### src/rtl/core/lir_pkg.sv
// lir_pkg: shared types, sizes and codes of the linear interpolation resampler
// used by every module under rtl/core; depends on nothing

package lir_pkg;

  // block sizes
  localparam int MAX_RUN    = 64;
  localparam int MAX_POINTS = 4096;

  localparam int POS_W = 32;
  localparam int AMP_W = 24;
  localparam int IDX_W = 12;
  localparam int STEP_W = 31;

  localparam int IDX_CAP_INT = (MAX_POINTS - 1 < 4095) ? MAX_POINTS - 1 : 4095;
  localparam logic [IDX_W-1:0] IDX_CAP = IDX_W'(IDX_CAP_INT);

  localparam int RUN_CNT_W = $clog2(MAX_RUN + 1);

  // command queue between front and back
  localparam int CMD_DEPTH = 4;
  localparam int CMD_PTR_W = $clog2(CMD_DEPTH);

  // divider sizes: full quotient for grid searches, short one for interpolation
  localparam int DIV_Q_W  = 33;
  localparam int DIV_R_W  = 32;
  localparam int ITER_W   = 6;
  localparam logic [ITER_W-1:0] DIV_ITERS_FULL   = ITER_W'(DIV_Q_W);
  localparam logic [ITER_W-1:0] DIV_ITERS_INTERP = ITER_W'(AMP_W);

  // configuration register indexes
  localparam int CFG_INDEX_W = 2;
  localparam logic [CFG_INDEX_W-1:0] CFG_GRID_START = 2'd0;
  localparam logic [CFG_INDEX_W-1:0] CFG_GRID_STEP  = 2'd1;

  localparam logic [STEP_W-1:0] GRID_STEP_RESET = 31'd66;

  typedef struct packed {
    logic signed [POS_W-1:0] position;
    logic signed [AMP_W-1:0] amplitude;
    logic                    last_point;
  } in_item_t;

  typedef struct packed {
    logic signed [AMP_W-1:0] interp_amp;
    logic [IDX_W-1:0]        grid_index;
    logic                    last_of_run;
    logic                    run_overflow;
  } out_item_t;

  // one classified point, as handed from front to back
  typedef struct packed {
    logic                    first;
    logic                    last;
    logic signed [POS_W-1:0] position;
    logic signed [POS_W-1:0] prev_position;
    logic signed [AMP_W-1:0] prev_amplitude;
    logic signed [AMP_W:0]   delta_amp;
    logic signed [POS_W:0]   delta_pos;
  } cmd_t;

  typedef struct packed {
    logic                 start;
    logic [DIV_R_W-1:0]   rem_init;
    logic [DIV_Q_W-1:0]   dividend;
    logic [DIV_R_W-1:0]   divisor;
    logic [ITER_W-1:0]    iters;
  } div_req_t;

  typedef struct packed {
    logic                 busy;
    logic                 done;
    logic [DIV_Q_W-1:0]   quotient;
    logic [DIV_R_W-1:0]   remainder;
  } div_resp_t;

endpackage

### src/rtl/core/lir_front.sv
// lir_front: accepts input points, tracks series start and the previous point
// depends on lir_pkg

module lir_front (
  input  logic              clk,
  input  logic              rst,
  input  logic              accept,
  input  lir_pkg::in_item_t in_item,
  output lir_pkg::cmd_t     cmd
);

  logic                            have_first_point;
  logic signed [lir_pkg::POS_W-1:0] prev_position;
  logic signed [lir_pkg::AMP_W-1:0] prev_amplitude;

  // classify the point against the previous one
  always_comb begin
    cmd.first          = !have_first_point;
    cmd.last           = in_item.last_point;
    cmd.position       = in_item.position;
    cmd.prev_position  = prev_position;
    cmd.prev_amplitude = prev_amplitude;
    cmd.delta_amp      = (lir_pkg::AMP_W+1)'($signed(in_item.amplitude))
                         - (lir_pkg::AMP_W+1)'($signed(prev_amplitude));
    cmd.delta_pos      = (lir_pkg::POS_W+1)'($signed(in_item.position))
                         - (lir_pkg::POS_W+1)'($signed(prev_position));
  end

  // series tracking, re-armed by a last point
  always_ff @(posedge clk) begin
    if (rst) begin
      have_first_point <= 1'b0;
      prev_position    <= '0;
      prev_amplitude   <= '0;
    end else if (accept) begin
      have_first_point <= !in_item.last_point;
      prev_position    <= in_item.position;
      prev_amplitude   <= in_item.amplitude;
    end
  end

endmodule

### src/rtl/core/lir_cmd_fifo.sv
// lir_cmd_fifo: short queue of classified points between front and back
// depends on lir_pkg

module lir_cmd_fifo (
  input  logic          clk,
  input  logic          rst,
  input  logic          push,
  input  lir_pkg::cmd_t wdata,
  output logic          full,
  input  logic          pop,
  output lir_pkg::cmd_t rdata,
  output logic          empty
);

  lir_pkg::cmd_t                   entries [lir_pkg::CMD_DEPTH];
  logic [lir_pkg::CMD_PTR_W-1:0]   wr_ptr;
  logic [lir_pkg::CMD_PTR_W-1:0]   rd_ptr;
  logic [lir_pkg::CMD_PTR_W:0]     count;

  assign full  = (count == (lir_pkg::CMD_PTR_W+1)'(lir_pkg::CMD_DEPTH));
  assign empty = (count == '0);
  assign rdata = entries[rd_ptr];

  // storage
  always_ff @(posedge clk) begin
    if (push) begin
      entries[wr_ptr] <= wdata;
    end
  end

  // pointers and fill level
  always_ff @(posedge clk) begin
    if (rst) begin
      wr_ptr <= '0;
      rd_ptr <= '0;
      count  <= '0;
    end else begin
      if (push) begin
        wr_ptr <= lir_pkg::CMD_PTR_W'(wr_ptr + 1'b1);
      end
      if (pop) begin
        rd_ptr <= lir_pkg::CMD_PTR_W'(rd_ptr + 1'b1);
      end
      if (push && !pop) begin
        count <= (lir_pkg::CMD_PTR_W+1)'(count + 1'b1);
      end else if (pop && !push) begin
        count <= (lir_pkg::CMD_PTR_W+1)'(count - 1'b1);
      end
    end
  end

endmodule

### src/rtl/core/lir_divider.sv
// lir_divider: restoring unsigned divider, one quotient bit per cycle
// depends on lir_pkg; the remainder preload must be below the divisor

module lir_divider (
  input  logic               clk,
  input  logic               rst,
  input  lir_pkg::div_req_t  req,
  output lir_pkg::div_resp_t resp
);

  logic [lir_pkg::DIV_R_W-1:0]  rem;
  logic [lir_pkg::DIV_Q_W-1:0]  dvd;
  logic [lir_pkg::DIV_Q_W-1:0]  quo;
  logic [lir_pkg::DIV_R_W-1:0]  divisor;
  logic [lir_pkg::ITER_W-1:0]   count;
  logic                         busy;
  logic                         done;

  logic [lir_pkg::DIV_R_W:0]    rem_shift;
  logic                         fits;

  // one trial subtraction
  assign rem_shift = {rem, dvd[lir_pkg::DIV_Q_W-1]};
  assign fits      = (rem_shift >= {1'b0, divisor});

  assign resp.busy      = busy;
  assign resp.done      = done;
  assign resp.quotient  = quo;
  assign resp.remainder = rem;

  always_ff @(posedge clk) begin
    if (rst) begin
      busy  <= 1'b0;
      done  <= 1'b0;
      count <= '0;
    end else begin
      done <= 1'b0;
      if (req.start && !busy) begin
        busy  <= 1'b1;
        count <= req.iters;
      end else if (busy) begin
        count <= lir_pkg::ITER_W'(count - 1'b1);
        if (count == lir_pkg::ITER_W'(1)) begin
          busy <= 1'b0;
          done <= 1'b1;
        end
      end
    end
  end

  // datapath shift registers
  always_ff @(posedge clk) begin
    if (req.start && !busy) begin
      rem     <= req.rem_init;
      dvd     <= req.dividend;
      divisor <= req.divisor;
      quo     <= '0;
    end else if (busy) begin
      rem <= fits ? lir_pkg::DIV_R_W'(rem_shift - {1'b0, divisor})
                  : rem_shift[lir_pkg::DIV_R_W-1:0];
      dvd <= {dvd[lir_pkg::DIV_Q_W-2:0], 1'b0};
      quo <= {quo[lir_pkg::DIV_Q_W-2:0], fits};
    end
  end

endmodule

### src/rtl/core/lir_back.sv
// lir_back: walks grid points through each segment and forms the results
// depends on lir_pkg; drives the shared lir_divider through div_req/div_resp

module lir_back (
  input  logic                              clk,
  input  logic                              rst,
  input  logic                              cfg_wr_en,
  input  logic [lir_pkg::CFG_INDEX_W-1:0]   cfg_index,
  input  logic [lir_pkg::POS_W-1:0]         cfg_data,
  input  lir_pkg::cmd_t                     cmd_rdata,
  input  logic                              cmd_empty,
  output logic                              cmd_pop,
  output lir_pkg::div_req_t                 div_req,
  input  lir_pkg::div_resp_t                div_resp,
  output lir_pkg::out_item_t                res,
  output logic                              res_valid,
  input  logic                              res_pop
);

  typedef enum logic [3:0] {
    ST_IDLE,
    ST_FIRST,
    ST_FIRST_DIV,
    ST_SEG_SETUP,
    ST_LOOP,
    ST_MUL,
    ST_DIV_GO,
    ST_INTERP_DIV,
    ST_EMIT,
    ST_SKIP_DIV,
    ST_FINISH
  } state_t;

  state_t state;

  logic signed [lir_pkg::POS_W-1:0]  grid_start;
  logic [lir_pkg::STEP_W-1:0]        grid_step;

  lir_pkg::cmd_t                     cmd;
  logic signed [lir_pkg::POS_W:0]    ngp;
  logic [lir_pkg::IDX_W-1:0]         emitted_count;
  logic [lir_pkg::RUN_CNT_W-1:0]     n;
  logic                              overflow;
  logic [lir_pkg::AMP_W-1:0]         val;
  logic [55:0]                       prod;

  // working values, mostly in 34-bit signed; gap and run span in 39 bits
  logic [lir_pkg::STEP_W-1:0]  step_val;
  logic signed [33:0]          pos_w;
  logic signed [33:0]          ngp_w;
  logic signed [33:0]          step_w;
  logic signed [33:0]          start_w;
  logic signed [33:0]          prev_w;
  logic signed [33:0]          rem_w;
  logic signed [33:0]          next_w;
  logic signed [38:0]          gap_w;
  logic [38:0]                 run_span;
  logic                        grid_hit;
  logic                        pos_len;
  logic [lir_pkg::POS_W-1:0]   offset;
  logic [lir_pkg::AMP_W:0]     da_neg;
  logic [lir_pkg::AMP_W-1:0]   da_mag;
  logic [lir_pkg::AMP_W-1:0]   q_amp;
  logic [34:0]                 ec_sum;
  logic                        div_go;
  logic                        emit_fire;

  assign step_val = (grid_step == '0) ? lir_pkg::STEP_W'(1) : grid_step;
  assign pos_w    = 34'($signed(cmd.position));
  assign ngp_w    = 34'(ngp);
  assign step_w   = {3'b000, step_val};
  assign start_w  = 34'(grid_start);
  assign prev_w   = 34'($signed(cmd.prev_position));
  assign rem_w    = {2'b00, div_resp.remainder};
  assign next_w   = ngp_w + step_w;
  assign gap_w    = 39'(pos_w - ngp_w);
  assign run_span = 39'(step_val) * 39'(lir_pkg::MAX_RUN);
  assign grid_hit = (ngp_w <= pos_w);
  assign pos_len  = !cmd.delta_pos[lir_pkg::POS_W] && (cmd.delta_pos != '0);
  assign offset   = lir_pkg::POS_W'(ngp_w - prev_w);
  assign da_neg   = -cmd.delta_amp;
  assign da_mag   = cmd.delta_amp[lir_pkg::AMP_W] ? da_neg[lir_pkg::AMP_W-1:0]
                                                  : cmd.delta_amp[lir_pkg::AMP_W-1:0];
  assign q_amp    = div_resp.quotient[lir_pkg::AMP_W-1:0];
  assign ec_sum   = 35'(emitted_count) + 35'(div_resp.quotient) + 35'd1;

  // divider launches: grid search, skip over dropped points, interpolation
  assign div_go    = ((state == ST_FIRST) && (start_w < pos_w))
                     || ((state == ST_LOOP) && grid_hit
                         && (n >= lir_pkg::RUN_CNT_W'(lir_pkg::MAX_RUN)))
                     || (state == ST_DIV_GO);
  assign emit_fire = (state == ST_EMIT) && (!res_valid || res_pop);

  assign cmd_pop  = (state == ST_IDLE) && !cmd_empty;

  // configuration registers
  always_ff @(posedge clk) begin
    if (rst) begin
      grid_start <= '0;
      grid_step  <= lir_pkg::GRID_STEP_RESET;
    end else if (cfg_wr_en) begin
      case (cfg_index)
        lir_pkg::CFG_GRID_START: grid_start <= $signed(cfg_data);
        lir_pkg::CFG_GRID_STEP:  grid_step  <= cfg_data[lir_pkg::STEP_W-1:0];
        default: ;
      endcase
    end
  end

  // sequencer with its registered outputs
  always_ff @(posedge clk) begin
    if (rst) begin
      state         <= ST_IDLE;
      ngp           <= '0;
      emitted_count <= '0;
      n             <= '0;
      overflow      <= 1'b0;
      res_valid     <= 1'b0;
      div_req       <= '0;
    end else begin
      div_req.start <= div_go;
      if (emit_fire) begin
        res_valid <= 1'b1;
      end else if (res_pop) begin
        res_valid <= 1'b0;
      end
      unique case (state)
        ST_IDLE: begin
          if (!cmd_empty) begin
            cmd   <= cmd_rdata;
            state <= cmd_rdata.first ? ST_FIRST : ST_SEG_SETUP;
          end
        end
        // grid pointer to the first grid point at or after the position
        ST_FIRST: begin
          emitted_count <= '0;
          if (start_w < pos_w) begin
            div_req.rem_init <= '0;
            div_req.dividend <= lir_pkg::DIV_Q_W'(pos_w - start_w + step_w - 34'sd1);
            div_req.divisor  <= lir_pkg::DIV_R_W'(step_val);
            div_req.iters    <= lir_pkg::DIV_ITERS_FULL;
            state            <= ST_FIRST_DIV;
          end else begin
            ngp   <= (lir_pkg::POS_W+1)'(start_w);
            state <= ST_FINISH;
          end
        end
        ST_FIRST_DIV: begin
          if (div_resp.done) begin
            ngp   <= (lir_pkg::POS_W+1)'(pos_w + step_w - 34'sd1 - rem_w);
            state <= ST_FINISH;
          end
        end
        // a run longer than the limit flags every result of the segment
        ST_SEG_SETUP: begin
          overflow <= !gap_w[38] && (unsigned'(gap_w) >= run_span);
          n        <= '0;
          state    <= ST_LOOP;
        end
        ST_LOOP: begin
          if (grid_hit && (n < lir_pkg::RUN_CNT_W'(lir_pkg::MAX_RUN))) begin
            if (pos_len) begin
              state <= ST_MUL;
            end else begin
              val   <= cmd.prev_amplitude;
              state <= ST_EMIT;
            end
          end else if (grid_hit) begin
            div_req.rem_init <= '0;
            div_req.dividend <= lir_pkg::DIV_Q_W'(pos_w - ngp_w);
            div_req.divisor  <= lir_pkg::DIV_R_W'(step_val);
            div_req.iters    <= lir_pkg::DIV_ITERS_FULL;
            state            <= ST_SKIP_DIV;
          end else begin
            state <= ST_FINISH;
          end
        end
        ST_MUL: begin
          prod  <= 56'(da_mag) * 56'(offset);
          state <= ST_DIV_GO;
        end
        // quotient is below the amplitude step, so the top bits preload the remainder
        ST_DIV_GO: begin
          div_req.rem_init <= prod[55:lir_pkg::AMP_W];
          div_req.dividend <= {prod[lir_pkg::AMP_W-1:0],
                               (lir_pkg::DIV_Q_W-lir_pkg::AMP_W)'(0)};
          div_req.divisor  <= lir_pkg::DIV_R_W'(cmd.delta_pos);
          div_req.iters    <= lir_pkg::DIV_ITERS_INTERP;
          state            <= ST_INTERP_DIV;
        end
        ST_INTERP_DIV: begin
          if (div_resp.done) begin
            val   <= cmd.delta_amp[lir_pkg::AMP_W]
                     ? lir_pkg::AMP_W'(cmd.prev_amplitude - q_amp)
                     : lir_pkg::AMP_W'(cmd.prev_amplitude + q_amp);
            state <= ST_EMIT;
          end
        end
        ST_EMIT: begin
          if (emit_fire) begin
            res.interp_amp    <= $signed(val);
            res.grid_index    <= emitted_count;
            res.last_of_run   <= (next_w > pos_w)
                                 || (n == lir_pkg::RUN_CNT_W'(lir_pkg::MAX_RUN - 1));
            res.run_overflow  <= overflow;
            if (emitted_count < lir_pkg::IDX_CAP) begin
              emitted_count <= lir_pkg::IDX_W'(emitted_count + 1'b1);
            end
            ngp   <= (lir_pkg::POS_W+1)'(next_w);
            n     <= lir_pkg::RUN_CNT_W'(n + 1'b1);
            state <= ST_LOOP;
          end
        end
        // skip the dropped grid points of a long segment
        ST_SKIP_DIV: begin
          if (div_resp.done) begin
            ngp <= (lir_pkg::POS_W+1)'(pos_w - rem_w + step_w);
            if (ec_sum >= 35'(lir_pkg::IDX_CAP)) begin
              emitted_count <= lir_pkg::IDX_CAP;
            end else begin
              emitted_count <= ec_sum[lir_pkg::IDX_W-1:0];
            end
            state <= ST_FINISH;
          end
        end
        ST_FINISH: begin
          if (cmd.last) begin
            emitted_count <= '0;
          end
          state <= ST_IDLE;
        end
        default: state <= ST_IDLE;
      endcase
    end
  end

endmodule

### src/rtl/core/linear_interp_regular_resampler.sv
// Linear interpolation resampler onto a regular grid (grid_start, grid_step, Q16.16).
// Points enter through a four-deep command queue and are worked off one at a time
// by the back end, which uses the shared one-bit-per-cycle divider:
// the first point of a series only places the grid pointer, searching the grid
// forward by a 33-step division when needed; every later point forms each result
// by a multiply, then a 24-step division (neither when the segment has zero
// length); a 33-step division skips the rest when a segment holds more than
// MAX_RUN grid points. Results wait in a one-entry output register; the back
// end stalls there while it is full. A zero grid_step behaves as 1.
// depends on lir_pkg, lir_front, lir_cmd_fifo, lir_divider, lir_back

module linear_interp_regular_resampler (
  input  logic                              clk,
  input  logic                              rst,
  input  logic                              push,
  output logic                              full,
  input  lir_pkg::in_item_t                 in_data,
  output logic                              empty,
  input  logic                              pop,
  output lir_pkg::out_item_t                out_data,
  input  logic                              cfg_wr_en,
  input  logic [lir_pkg::CFG_INDEX_W-1:0]   cfg_index,
  input  logic [lir_pkg::POS_W-1:0]         cfg_data
);

  logic               accept;
  lir_pkg::cmd_t      front_cmd;
  lir_pkg::cmd_t      cmd_rdata;
  logic               cmd_empty;
  logic               cmd_pop;
  lir_pkg::div_req_t  div_req;
  lir_pkg::div_resp_t div_resp;
  logic               res_valid;
  logic               res_pop;

  assign accept  = push && !full;
  assign empty   = !res_valid;
  assign res_pop = pop && res_valid;

  lir_front u_front (
    .clk     (clk),
    .rst     (rst),
    .accept  (accept),
    .in_item (in_data),
    .cmd     (front_cmd)
  );

  lir_cmd_fifo u_cmd_fifo (
    .clk   (clk),
    .rst   (rst),
    .push  (accept),
    .wdata (front_cmd),
    .full  (full),
    .pop   (cmd_pop),
    .rdata (cmd_rdata),
    .empty (cmd_empty)
  );

  lir_divider u_divider (
    .clk  (clk),
    .rst  (rst),
    .req  (div_req),
    .resp (div_resp)
  );

  lir_back u_back (
    .clk       (clk),
    .rst       (rst),
    .cfg_wr_en (cfg_wr_en),
    .cfg_index (cfg_index),
    .cfg_data  (cfg_data),
    .cmd_rdata (cmd_rdata),
    .cmd_empty (cmd_empty),
    .cmd_pop   (cmd_pop),
    .div_req   (div_req),
    .div_resp  (div_resp),
    .res       (out_data),
    .res_valid (res_valid),
    .res_pop   (res_pop)
  );

  // back end never takes a request from an empty queue
  assert property (@(posedge clk) disable iff (rst) cmd_pop |-> !cmd_empty)
    else $error("command queue popped while empty");

  // divider is started only when it is free
  assert property (@(posedge clk) disable iff (rst) div_req.start |-> !div_resp.busy)
    else $error("divider started while busy");

  // completion follows a running division
  assert property (@(posedge clk) disable iff (rst) div_resp.done |-> $past(div_resp.busy))
    else $error("divider done without a running division");

  // a division begins only on a start request
  assert property (@(posedge clk) disable iff (rst) $rose(div_resp.busy) |-> $past(div_req.start))
    else $error("divider went busy without a start");

endmodule

### config.mk
export PLATFORM = sky130hd
export DESIGN_NAME = linear_interp_regular_resampler
export DESIGN_NICKNAME = d
export VERILOG_FILES = /design/src/rtl/core/lir_pkg.sv /design/src/rtl/core/lir_front.sv /design/src/rtl/core/lir_cmd_fifo.sv /design/src/rtl/core/lir_divider.sv /design/src/rtl/core/lir_back.sv /design/src/rtl/core/linear_interp_regular_resampler.sv
export SDC_FILE = /design/constraint.sdc
export NUM_CORES = 2
export LEC_CHECK = 0
export BUFFER_PORTS_ARGS = -buffer_cell sky130_fd_sc_hd__buf_2
export CAP_MARGIN = 10
export CORE_UTILIZATION = 65
export CTS_BUF_LIST = sky130_fd_sc_hd__clkbuf_16
export CTS_CLUSTER_SIZE = 12
export DETAILED_ROUTE_END_ITERATION = 10
export PLACE_DENSITY = 0.82
export RECOVER_POWER = 50
export SLEW_MARGIN = 25
export SYNTH_ARGS = -nofsm -noshare
export SYNTH_HDL_FRONTEND = slang
export SYNTH_SLANG_ARGS = --single-unit
export TNS_END_PERCENT = 20
### constraint.sdc
create_clock -name clk -period 13.7 [get_ports clk]
set_input_delay 0.685 -clock clk [delete_from_list [all_inputs] [get_ports clk]]
set_output_delay 0.685 -clock clk [all_outputs]
set_load 0.005 [all_outputs]
# Yosys cells after proc, flatten, opt, wreduce, memory -nomap -nowiden
# Memory sizes are Yosys's and may differ from the RTL's. A register that Yosys moved wholly into a read port is not among the register bits.
# Cells that the tools add are included.
dict set report totals {
  regBits 692
  ramBits 592
  word_cells 213
  n_memories 1
}
dict set report classes {
  addsub 27
  multipliers 1
  magnitude_cmp 9
  eq_ne 28
  mux 53
  n_bitwise 3
  reduce_logical 53
}
# memory depth word_bits rd rd_clocked_by_memory_dff wr line_no
set mem_list {}
lappend mem_list {u_cmd_fifo.entries 4 148 1 1 1 lir_cmd_fifo.sv:15} ;# lir_pkg::cmd_t entries [lir_pkg::CMD_DEPTH];
# operator n
set ops {}
lappend ops {{103-bit 2-to-1 mux} 3}
lappend ops {{103-bit one-hot mux with 3 select lines} 1}
lappend ops {{33-bit 2-to-1 mux} 6}
lappend ops {{33-bit one-hot mux with 4 select lines} 1}
lappend ops {{24-bit 2-to-1 mux} 5}
lappend ops {{32-bit 2-to-1 mux} 3}
lappend ops {{33-bit by 32-bit adder with 33-bit output} 2}
lappend ops {{32-bit by 32-bit subtractor with 33-bit output} 2}
lappend ops {{32-bit by 33-bit subtractor with 33-bit output} 2}
lappend ops {{33-bit by 2-bit subtractor with 33-bit output, second input constant} 2}
lappend ops {{32-bit subtractor} 2}
lappend ops {{12-bit 2-to-1 mux} 5}
lappend ops {{24-bit by 32-bit multiplier with 56-bit output} 1}
lappend ops {{12-bit one-hot mux with 4 select lines} 1}
lappend ops {{24-bit one-hot mux with 2 select lines} 1}
lappend ops {{39-bit by 37-bit >= comparator with 1-bit output} 1}
lappend ops {{4-bit one-hot mux with 9 select lines} 1}
lappend ops {{35-bit by 1-bit adder with 35-bit output, second input constant} 1}
lappend ops {{35-bit by 12-bit >= comparator with 1-bit output, second input constant} 1}
lappend ops {{12-bit by 33-bit adder with 34-bit output} 1}
lappend ops {{33-bit by 32-bit adder with 34-bit output} 1}
lappend ops {{34-bit by 32-bit > comparator with 1-bit output} 1}
lappend ops {{32-bit by 33-bit subtractor with 34-bit output} 1}
lappend ops {{32-bit by 32-bit adder with 33-bit output} 1}
lappend ops {{other kinds (53)} 128}

# Depth between registers and ports, before layout
dict set report logic_depth {
  ltp_word 7
  mapped_depth 45
}

# Cells and area by module
# From an unflattened synthesis, not the netlist that was laid out.
dict set report hier_totals {
  cells_unflattened 9133
  area_unflattened_um2 94035.2
}
# mod instances cells_each area_per_inst_um2
set modules_own_cells {}
lappend modules_own_cells {lir_back 1 6828 59075.4}
lappend modules_own_cells {lir_cmd_fifo 1 817 21903.5}
lappend modules_own_cells {lir_divider 1 787 7584.8}
lappend modules_own_cells {lir_front 1 698 5452.7}
lappend modules_own_cells {linear_interp_regular_resampler 1 3 18.8}

# Least setup slack after synthesis
# OpenSTA, ideal clock, no wires.
dict set report synth_timing {
  path_kind {reg-to-reg}
  start {register u_back.ngp[0] (netlist name)}
  end {register u_back.prod[54] (data pin)}
  arrival_ns 9.625
  setup_slack_ns 3.813
  path_stages_with_launch 42
  n_path_buf 0
  path_cell_list {dfxtp_1 -> inv_1 -> ha_1 -> fa_1 -> nor2b_1 -> o21ai_0 -> a21boi_0 -> o21ai_0 -> a21oi_1 -> a21o_1 -> a21o_1 -> a21o_1 -> a21o_1 -> a21o_1 -> nand2_1 -> a211oi_1 -> nand2_1 -> fa_1 -> [6 not listed] -> fa_1 -> fa_1 -> inv_1 -> fa_1 -> inv_1 -> ha_1 -> a21o_1 -> a21o_1 -> a21oi_1 -> o21ai_0 -> a41o_1 -> a21o_1 -> a31oi_1 -> a211oi_1 -> or2_2 -> a311oi_1 -> o21bai_1 -> xor2_1}
}
dict set report synth_via {
  elab_chain_cells 2
}
# item line_no
set synth_lines {}
lappend synth_lines {{start: declaration} lir_back.sv:40} ;# logic signed [lir_pkg::POS_W:0] ngp;
lappend synth_lines {{start signal: assignment} lir_back.sv:144} ;# ngp <= (lir_pkg::POS_W+1)'(start_w);
lappend synth_lines {{start signal: assignment} lir_back.sv:150} ;# ngp <= (lir_pkg::POS_W+1)'(pos_w + step_w - 34'sd1 - rem_w);
lappend synth_lines {{start signal: assignment} lir_back.sv:209} ;# ngp <= (lir_pkg::POS_W+1)'(next_w);
lappend synth_lines {{32-bit subtractor} lir_back.sv:80} ;# assign offset = lir_pkg::POS_W'(ngp_w - prev_w);
lappend synth_lines {{24-bit by 32-bit multiplier with 56-bit output} lir_back.sv:179} ;# prod <= 56'(da_mag) * 56'(offset);
lappend synth_lines {{end signal: assignment} lir_back.sv:179}
lappend synth_lines {{end: declaration} lir_back.sv:45} ;# logic [55:0] prod;
# No other way between the ends.
# A chain may end at the register's enable or synchronous reset.

# Worst setup path after layout
dict set report layout_timing {
  start {register u_back.cmd[33] (netlist name)}
  end {register u_back.prod[52] (data pin)}
}
dict set report layout_via {
  elab_chain_cells 3
}
# item line_no
set layout_lines {}
lappend layout_lines {{start: declaration} lir_back.sv:39} ;# lir_pkg::cmd_t cmd;
lappend layout_lines {{start signal: assignment} lir_back.sv:130} ;# cmd <= cmd_rdata;
lappend layout_lines {{24-bit negator} lir_back.sv:81} ;# assign da_neg = -cmd.delta_amp;
lappend layout_lines {{24-bit 2-to-1 mux (*)} lir_back.sv:82} ;# assign da_mag = cmd.delta_amp[lir_pkg::AMP_W] ? da_neg[lir_pkg::AMP_W-1:0]
lappend layout_lines {{24-bit by 32-bit multiplier with 56-bit output (*)} lir_back.sv:179}
# Every way passes the cells marked *; elsewhere a longest branch is shown, timed or not.

==> impl_metrics.env <==
export IMPL_hold_violations=0
export IMPL_grt_usage=0.434
export IMPL_timing_fmax_mhz=82.2
export IMPL_cts_buffer_depth=3
export IMPL_ys_ff_latch=1282
export IMPL_cts_hold_buf=0
export IMPL_timing_final_crit_period_ns=12.17
export IMPL_fill_cells=9861
export IMPL_grt_ovfl_total=0
export IMPL_crit_slowest_cell="clkbuf_1"
export IMPL_setup_viol=0
export IMPL_drive_above_1_share=0.0690
export IMPL_multi_input_area_um2=51200
export IMPL_ff2ff_setup_slack_ns=1.53
export IMPL_dp_hpwl_um=229000
export IMPL_cpPeakStageDelay_ns=1.46
export IMPL_hp_class="input pin to flip-flop"
export IMPL_cts_tree="built"
export IMPL_vias=72200
export IMPL_synthesis_area_um2=91900
export IMPL_cts_root_buffer="clkbuf_16"
export IMPL_cts_sinks=1282
export IMPL_holdCritStartpoint="in_data[3]"
export IMPL_holdPathEnd="u_front.prev_amplitude[2]"
export IMPL_ios=136
export IMPL_grt_max_degree=85
export IMPL_yosysTopAreaCell="edfxtp_1"
export IMPL_syn_inst=8950
export IMPL_drv_slew=1067
export IMPL_synth_flop_cell="edfxtp_1"
export IMPL_synth_top_area_share=0.312
export IMPL_ff2ff_path_depth=30
export IMPL_start_util=0.657
export IMPL_status="complete, but fails checks"
export IMPL_grt_pass1_vias=70900
export IMPL_tightestPinTransition_ns=7.04
export IMPL_relSlewSlack=-3.69
export IMPL_cp_required_ns=14.30
export IMPL_rows=137
export IMPL_crit_fanout=30
export IMPL_arrival_ns=12.77
export IMPL_drt_pass1_iterations=7
export IMPL_synth_area_top_cells="edfxtp_1 31%, fa_1 16%, ha_1 7.8%, dfxtp_1 7.1%, inv_1 4.8%"
export IMPL_synth_distinct_cells=95
export IMPL_wl_um=309000
export IMPL_dp_cells=10700
export IMPL_io_buffers=135
export IMPL_r2r_end="u_back.prod[52]"
export IMPL_fin_setup_tns_ns=0
export IMPL_grt_pass1_wl_um=451000
export IMPL_antenna_found_initial=21
export IMPL_clock_skew_ns=0.115
export IMPL_area_growth_pct=8.14
export IMPL_path_class="flip-flop to flip-flop"
export IMPL_via_per_inst=6.57
export IMPL_violations="max-capacitance violations, max-slew violations"
export IMPL_cts_setup_buffers=0
export IMPL_seqCellArea_um2=35200
export IMPL_yosysSeqAreaShare=0.383
export IMPL_core_um2=140000
export IMPL_hold_path_depth=3
export IMPL_place_gp_congestion=1.06
export IMPL_post_dp_cell_area_um2=95000
export IMPL_cts_clk_slew_worst_paths_ns=0.07
export IMPL_final_cells=11000
export IMPL_cts_resized=0
export IMPL_r2r_start="u_back.cmd[33]"
export IMPL_worst_skew_pair_late_latency_ns=0.84
export IMPL_mappedNetlistNets=10400
export IMPL_synth_enable_flop_cells=954
export IMPL_cts_htree_levels=4
export IMPL_drt_iter0_drc=8732
export IMPL_async_flop_share=0
export IMPL_start_kind="flip-flop"
export IMPL_cts_buffers=137
export IMPL_syn_mean_instance_area_um2=10.3
export IMPL_die_h_um=378
export IMPL_finalNetCount=10400
export IMPL_ant_nets=0
export IMPL_hold_ws_ns=0.122
export IMPL_die_w_um=378
export IMPL_finalInstanceArea_um2=99400
export IMPL_end_kind="flip-flop"
export IMPL_cpMostUsedCell="fa_1"
export IMPL_drc=0
export IMPL_die_area_um2=143000
export IMPL_timing_final_crit_share=0.888
export IMPL_cap_violations=26
export IMPL_rsz0062_at_grt="no"
export IMPL_synth_warnings=0
export IMPL_routedWlPerCell_um=28.1
## logic make-up (layout without fill, tap and decap cells)
logic type,count (synthesis),after routing,synth area share
xor gates and xnor gates,393,393,0.0375
other,0,11,0
and+or+nand+nor,2548,2548,0.121
muxes,193,193,0.0412
DFF,1282,1282,0.383
buffers and inverters,1584,1726,0.0650
AOI/OAI and AO/OA,1644,1644,0.114
adders and majority gates,1306,1306,0.238
## critical path, delay by kind of cell, from the launching register on
kind	cells	cell delay, ns
adder cells (fa/ha/maj)	8	4.22
AO/OA/AOI/OAI	11	2.86
AND/OR/NAND/NOR	7	1.63
buffers and inverters	2	1.58
XOR/XNOR	2	1.00
flip-flops	1	0.67
## worst max path at each step
stage / cells after the start / slack (ns) / end / from
final: 30 / 1.53 / u_back.prod[52] / u_back.cmd[33]
after global routing: 30 / 1.06 / u_back.prod[55] / u_back.cmd[33]
after CTS: 36 / 2.19 / u_back.prod[55] / u_back.ngp[1]
after detailed placement: 36 / 2.17 / u_back.prod[55] / u_back.ngp[1]
after global placement: 39 / 2.26 / u_back.prod[54] / u_back.ngp[0]
after floorplan: 41 / 3.81 / u_back.prod[54] / u_back.ngp[0]
## per-stage QoR
step                      setup slack [ns]  utilization
after floorplan                       3.81            -
after global placement                2.26        0.679
after detailed placement              2.17        0.679
after CTS                             2.19        0.711
after global routing                  1.06        0.710
final                                 1.53        0.711
## routing by layer
| metal | GRT usage | up-vias | share of wire |
|---|---|---|---|
| met1 | 0.580 | 35700 | 0.37 |
| met5 | 0 | - | 0.00037 |
| met4 | 0.207 | 20 | 0.055 |
| li1 | - | 30600 | - |
| met2 | 0.648 | 4876 | 0.44 |
| met3 | 0.132 | 975 | 0.13 |
## synthesized netlist by cell type, types with 42 or more instances
cell type  number
inv_1        1187
nand2_1       998
edfxtp_1      954
nor2_1        850
fa_1          732
ha_1          574
a21oi_1       530
clkbuf_1      343
dfxtp_1       328
o21ai_0       319
xnor2_1       244
a21o_1        165
xor2_1        149
mux4_2        148
nor3_1        135
a211oi_1      116
nand3_1       113
nand2b_1       92
nand4_1        59
nor2b_1        57
a22oi_1        55
a221oi_1       52
o21bai_1       50
o21a_1         47
nor4_1         44
and3_1         43
buf_1          43
mux2i_1        42
## cells in the final DEF (no fill, tap or decap), drive strengths merged, types with 17 or more instances in the layout
cell / instances
inv: 1259
nand2: 998
edfxtp: 954
nor2: 850
fa: 732
ha: 574
a21oi: 530
dfxtp: 328
o21ai: 324
xnor2: 244
clkbuf: 232
buf: 194
a21o: 165
xor2: 149
mux4: 148
nor3: 135
a211oi: 118
nand3: 113
nand2b: 92
nand4: 59
nor2b: 57
a22oi: 55
a221oi: 52
o21bai: 50
o21a: 47
nor4: 46
and3: 43
mux2i: 42
or3: 35
a31oi: 35
o22ai: 33
clkinv: 33
and2: 30
o211ai: 27
o31ai: 26
or2: 23
a2111oi: 18
nor3b: 17
## final cells by class
type / count / share of cell area
multi-input cells: 6084 / 0.515
flip-flops and latches: 1282 / 0.354
inverters: 1190 / 0.0450
clock buffers: 142 / 0.0358
well taps: 1876 / 0.0236
repair buffers: 284 / 0.0166
clock inverters: 110 / 0.00933
diodes: 11 / 0.000277
## sequential cells by signal (all words and copies together), names as in the netlist, 31 cells and up, named ones only
| register | cells |
|---|---|
| u_back.div_req | 100 |
| u_front.prev_position | 32 |
| u_back.grid_start | 32 |
| u_back.prod | 56 |
| u_back.ngp | 33 |
| u_back.grid_step | 31 |
| u_back.cmd | 147 |
| u_divider.rem | 32 |
| u_cmd_fifo.entries | 592 |
| u_divider.dvd | 33 |
| u_divider.quo | 33 |
| u_back.res | 38 |
| u_divider.divisor | 32 |
Power is not shown: default switching activity piles up to over one toggle a cycle in this logic, so the estimate is an artifact.
